$ cat config.mk
export PLATFORM = sky130hd
export DESIGN_NAME = fps_sqrt
export DESIGN_NICKNAME = d
export VERILOG_FILES = /design/src/design/fps_pkg.sv /design/src/design/fps_sqrt.sv
export SDC_FILE = /design/constraint.sdc
export NUM_CORES = 2
export LEC_CHECK = 0
export BUFFER_PORTS_ARGS = -buffer_cell sky130_fd_sc_hd__buf_2
export CORE_AREA = 3 3 610 612
export DETAILED_ROUTE_END_ITERATION = 6
export DIE_AREA = 0 0 613 615
export GPL_ROUTABILITY_DRIVEN = 0
export SKIP_LAST_GASP = 1
export SLEW_MARGIN = 30
export SYNTH_ARGS = -nofsm -noshare
export SYNTH_HDL_FRONTEND = slang
export SYNTH_MEMORY_MAX_BITS = 65536
export SYNTH_SLANG_ARGS = --single-unit
$ cat constraint.sdc
create_clock -name i_clk -period 3.9 [get_ports i_clk]
set_input_delay 0.195 -clock i_clk [delete_from_list [all_inputs] [get_ports i_clk]]
set_output_delay 0.195 -clock i_clk [all_outputs]
set_load 0.01 [all_outputs]
$ cat src/design/fps_pkg.sv
// fps_pkg: shared constants, types and register codes for the flyby periapse state block.
// No dependencies; imported by fps_sqrt, fps_unit, flyby_periapse_state and tb_top.
`timescale 1ns / 1ps
`default_nettype none
package fps_pkg;

    // field widths
    localparam int V_W    = 32;   // Q16.16 velocity
    localparam int POS_W  = 48;   // Q32.16 position
    localparam int CFG_W  = 28;   // widest config register
    localparam int IDX_W  = 2;
    localparam int GP_W   = 28;
    localparam int RAD_W  = 24;
    localparam int VEC_W  = 64;   // signed vector component fed to a unitizer
    localparam int UNIT_W = 32;   // signed Q1.30 unit component

    // config register indexes
    localparam logic [IDX_W-1:0] CFG_GRAV_PARAM = 2'd0;
    localparam logic [IDX_W-1:0] CFG_BODY_RAD   = 2'd1;
    localparam logic [IDX_W-1:0] CFG_FLYBY_ALT  = 2'd2;

    localparam logic [GP_W-1:0]  GRAV_PARAM_RST = 28'd398600;
    localparam logic [RAD_W-1:0] BODY_RAD_RST   = 24'd6378;
    localparam logic [RAD_W-1:0] FLYBY_ALT_RST  = 24'd300;

    // status codes
    typedef logic [1:0] t_status;
    localparam t_status ST_OK    = 2'd0;
    localparam t_status ST_DEGEN = 2'd1;
    localparam t_status ST_CLAMP = 2'd2;

    // gravity term divider sequencer
    typedef enum logic [1:0] {
        G_LOAD,
        G_RUN,
        G_IDLE
    } t_gstate;

    // pipeline geometry
    localparam int NORM_STG = 6;                // shifts of 32,16,8,4,2,1
    localparam int SQRT_W   = 64;               // radicand width
    localparam int SQRT_LAT = SQRT_W / 2;       // one root bit per stage
    localparam int DIV_STG  = 31;               // one quotient bit per stage
    localparam int UNIT_LAT = 1 + NORM_STG + 2 + SQRT_LAT + 1 + DIV_STG + 1;

    localparam logic [30:0] ONE_Q30 = 31'h4000_0000;

endpackage
`default_nettype wire

$ cat src/design/fps_sqrt.sv
// fps_sqrt: pipelined floor integer square root, one root bit per register stage.
// Depends on fps_pkg for the default radicand width.
`timescale 1ns / 1ps
`default_nettype none
module fps_sqrt #(
    parameter int W = fps_pkg::SQRT_W
) (
    input  logic           i_clk,
    input  logic [W-1:0]   i_rad,
    output logic [W/2-1:0] o_root
);
    import fps_pkg::*;

    localparam int K  = W / 2;
    localparam int RW = K + 3;

    logic [RW-1:0] r_rem  [K];
    logic [K-1:0]  r_root [K];
    logic [W-1:0]  r_x    [K-1];

    for (genvar k = 0; k < K; k++) begin : g_stg
        logic [RW-1:0] p_rem;
        logic [K-1:0]  p_root;
        logic [W-1:0]  p_x;
        logic [RW-1:0] sh;
        logic [RW-1:0] trial;

        if (k == 0) begin : g_first
            assign p_rem  = '0;
            assign p_root = '0;
            assign p_x    = i_rad;
        end else begin : g_next
            assign p_rem  = r_rem[k-1];
            assign p_root = r_root[k-1];
            assign p_x    = r_x[k-1];
        end

        assign sh    = {p_rem[RW-3:0], p_x[W-1 -: 2]};
        assign trial = RW'({p_root, 2'b01});

        always_ff @(posedge i_clk) begin
            if (sh >= trial) begin
                r_rem[k]  <= sh - trial;
                r_root[k] <= {p_root[K-2:0], 1'b1};
            end else begin
                r_rem[k]  <= sh;
                r_root[k] <= {p_root[K-2:0], 1'b0};
            end
        end

        if (k < K - 1) begin : g_x
            always_ff @(posedge i_clk) begin
                r_x[k] <= {p_x[W-3:0], 2'b00};
            end
        end
    end

    assign o_root = r_root[K-1];

endmodule
`default_nettype wire

Word level (Yosys, flattened, before mapping). Memories as Yosys holds them, arrays and structs flattened. Index checks and enable logic that the tools add are counted.

Logic and storage cells: 291. Bits in writable memories: 4066. Memories kept: 3. Output and inout port bits: 32. Register bits after elaboration: 0.

Memories: r_x (words 31, bits a word 62, rd ports 31, clocked after Yosys merged registers in 0, write ports 31, RTL line fps_sqrt.sv:19) `logic [W-1:0] r_x [K-1];`; r_rem (words 32, bits a word 35, rd ports 31, clocked after Yosys merged registers in 0, write ports 32, RTL line fps_sqrt.sv:17) `logic [RW-1:0] r_rem [K];`; r_root (words 32, bits a word 32, rd ports 32, clocked after Yosys merged registers in 0, write ports 32, RTL line fps_sqrt.sv:18) `logic [K-1:0] r_root [K];`.

Bitwise logic cells: 64. Muxes and demuxes: 160. $add $sub $neg: 32. Magnitude comparators: 32.

Operators by type and width (count): two-way mux 35 bit (32); greater-or-equal comparator 35 x 34 -> 1 bit (31); subtractor 35 x 34 -> 35 bit (31); two-way mux 32 bit (32); two-way mux 1 bit (96); OR 1 bit (64); subtractor 2 x 1 -> 3 bit (second input constant) (1); greater-or-equal comparator 2 x 1 -> 1 bit (second input constant) (1).

Longest topological paths before layout. An unclocked memory read counts as a cell.

Depth in word-level cells: 5. Gate-level depth with buffers: 14. Mapped depth without buffers: 12.

Worst setup path after synthesis. OpenSTA, ideal clock, no wires.

Kind: reg-to-reg. Start: mem r_rem[0][198] (netlist name). End: mem r_rem[0][216] (netlist name). Cell stages (with the launch flop): 9. Arrival time: 3.176 ns. Path slack: 0.603 ns. Period minus slack after synthesis: 3.297 ns. Cell sequence: dfxtp_1 or4_4 or3_4 or3_1 or2_1 or4_4 or4_1 buf_6 mux2_4.

RTL lines (RTL line): start, declared (fps_sqrt.sv:17).

==> flow_metrics.tcl <==
set metrics [dict create \
    violations "DRC" \
    drv_cap 0 \
    drtAntennaViolNets 0 \
    grt_pass1_wl_um 289000 \
    vdd_drop_max_mv 0.315 \
    cts_made_buffers 281 \
    nNetsFinal 10020 \
    drtPass1Iterations 7 \
    rsz0062_at_grt "false" \
    synth_top_area_share_pct 54.6 \
    synth_edf_count 0 \
    regToRegSetupSlack_ns 0.29 \
    finalCritPeriodShare_pct 92.7 \
    core_sq_um 368000 \
    clk_latency_ns 0.89 \
    wire_per_inst_um 12.2 \
    synth_top_flop_cell "dfxtp_1" \
    finalClockSkew_ns 0.0692 \
    synth_warnings 0 \
    maxSlewViolCount 0 \
    relSlewSlack_pct 43.0 \
    place_area_sq_um 98100 \
    arrival_ns 4.38 \
    finalSetupViolations 0 \
    met2WireLength_um 81700 \
    r2r-start "r_root[1][384]$_DFF_P_" \
    drive_gt1_share_pct 8.74 \
    synth_top_area_cell "dfxtp_1" \
    min_period_ns 3.61 \
    cts_setup_buffers 0 \
    min_path_type "input pin to flop" \
    rows 223 \
    hold_violations 0 \
    synth.most_common_cell "dfxtp_1" \
    r2r_cells 12 \
    grt_util_all_layers_pct 9.00 \
    min_from "i_rad[63]" \
    powerDensity_nw_per_um2 655 \
    dieWidth_um 613 \
    start_kind "flop" \
    syn-cell-area_sq_um 91500 \
    area_delta_synth_final_pct 19.4 \
    drt-total-wl_um 176000 \
    synth.distinct_cells 90 \
    worstMarginPinSlew_ns 0.847 \
    wl_met3_um 8290 \
    crit_required_ns 4.67 \
    netlist_instances 8994 \
    wl_met1_um 78700 \
    io_pins 97 \
    hpwl_um 129000 \
    crit_path_end_kind "flop" \
    hold-path-cell-count 3 \
    p_leak_nw 49.8 \
    status "finished, violations left" \
    overflow 0 \
    fmax_ghz 0.277 \
    nFillCells 37833 \
    cp_max_fo 5 \
    avgViaCountPerCell 4.21 \
    initial_core_util_pct 24.9 \
    syn_avg_cell_area_sq_um 10.2 \
    grt_pass1_vias 58944 \
    min_to "r_root[0][0]$_DFF_P_" \
    via_count 60886 \
    stdcell_area_sq_um 109000 \
    crit_type "flop to flop" \
    ctsRootBufferMaster "clkbuf_16" \
    syn_nets 9620 \
    yosys-top-cells-count "dfxtp_1, inv_1, nand2_1" \
    port_buffers 96 \
    dr.max_layer_used "met4" \
    remaining_drc_errors 7 \
    cts.sinks 2494 \
    die-area_sq_um 377000 \
    die_y_um 615 \
    dr.first_iter.drc_count 3414 \
    setup_tns_ns 0 \
    yosys-top-cells-area "dfxtp_1, ha_1, xnor2_1" \
    async_reset_ff_share_pct 0 \
    grt_max_degree 55 \
    antenna_found_initial 3 \
    ys_ff_latch 2494 \
    htreeDepth 5 \
    path_clk_slew_ns 0.06 \
    clock_path_buffers 4 \
    worstReg2RegEnd "r_rem[1][487]$_DFF_P_" \
    synth-seq-area-share_pct 54.6 \
    cts_tree "done" \
]
## cells in the final DEF (no fill, tap or decap), types with 111 or more instances in the layout
cell           instances
o21a_1               120
nand2_1              588
nand4_1              111
nor2_1               535
nand3_1              141
xor2_1               392
nor3_1               227
ha_1                 561
a21o_1               258
xnor2_1              409
dlygate4sd3_1        127
nor4_1               123
a21oi_1              549
inv_1                684
clkbuf_16            285
dfxtp_1             2494
o21ai_0              462
## stage by stage
stage | setup WS (ns) | cells | total power [mW] | hold WS [ns] | utilization (%)
final | 0.287 | 14456 | 71.6 | 0.119 | 29.7
after global routing | 0.103 | 14456 | 75.7 | 0.0838 | 29.7
after CTS | 0.249 | 14446 | 72.8 | 0.0298 | 29.7
after detailed placement | 0.269 | 13820 | 44.6 | 0.299 | 26.7
after global placement | 0.335 | 13820 | 44.6 | 0.297 | 26.7
after floorplan | 0.603 | 8994 | 41.3 | 0.223 | -
## how the worst max path moves through the flow
| stage | from | to | slack, ns | depth (start not counted) |
|---|---|---|---|---|
| 5_1_grt | r_root[1][384]$_DFF_P_ | r_rem[1][487]$_DFF_P_ | 0.10 | 12 |
| 2_1_floorplan | r_rem[0][198]$_DFF_P_ | r_rem[0][216]$_DFF_P_ | 0.60 | 8 |
| 3_5_place_dp | r_root[1][384]$_DFF_P_ | r_rem[1][487]$_DFF_P_ | 0.27 | 12 |
| 4_1_cts | r_root[1][384]$_DFF_P_ | r_rem[1][487]$_DFF_P_ | 0.25 | 12 |
| 6_report | r_root[1][384]$_DFF_P_ | r_rem[1][487]$_DFF_P_ | 0.29 | 12 |
| 3_3_place_gp | r_rem[0][198]$_DFF_P_ | r_rem[0][223]$_DFF_P_ | 0.33 | 9 |
## metal layers
metal | vias up | track usage (%)
li1 | 31778 | -
met1 | 27587 | 10.9
met2 | 1118 | 15.3
met3 | 403 | 1.84
met4 | 0 | 3.95
met5 | - | 0
## flip-flops by register name, indices dropped and copies added (netlist names)
name / flops
r_x: 992
r_root: 528
r_rem: 974
## final cells by class
class / count / area [sq um] / area share, %
clock inverters: 120 / 1900 / 1.74
repair buffers: 311 / 2500 / 2.29
inverters: 686 / 2570 / 2.36
multi-input cells: 5620 / 38400 / 35.1
well taps: 4837 / 6050 / 5.54
clock buffers: 379 / 7940 / 7.26
diodes: 9 / 22.5 / 0.0206
flip-flops and latches: 2494 / 49900 / 45.7
## worst max-delay path, cell delays in order (launching register included)
cell and delay [ns]:
dfxtp_1 0.45, inv_1 0.08, ha_1 0.33, nor2b_1 0.17
o31a_1 0.28, o311ai_0 0.32, buf_4 0.19, o211ai_1 0.21
nand2_1 0.14, and4b_1 0.26, nor2_1 0.10, a2111oi_0 0.58
mux2_2 0.40
## repair_timing
| item | 4_1_cts | 5_1_grt |
|---|---|---|
| hold buffers | 127 | 0 |
| hold endpoints to repair | 65 | 0 |
| gates resized for setup | 0 | 0 |
## cell families after synthesis
family                     synth area share (%)
buffers and inverters                      3.63
xor gates and xnor gates                   7.67
other                                   0.00410
adders and majority gates                  7.67
and+or+nand+nor                            12.7
AOI/OAI and AO/OA                          12.5
muxes                                      1.30
DFF                                        54.6
## power breakdown
part           internal (mW)  switching [mW]  leakage [nW]
logic                   5.27            6.15          24.2
clock network           16.8            10.5          4.78
registers               29.8            3.06          20.9
Power figures use the tool's default switching activity.
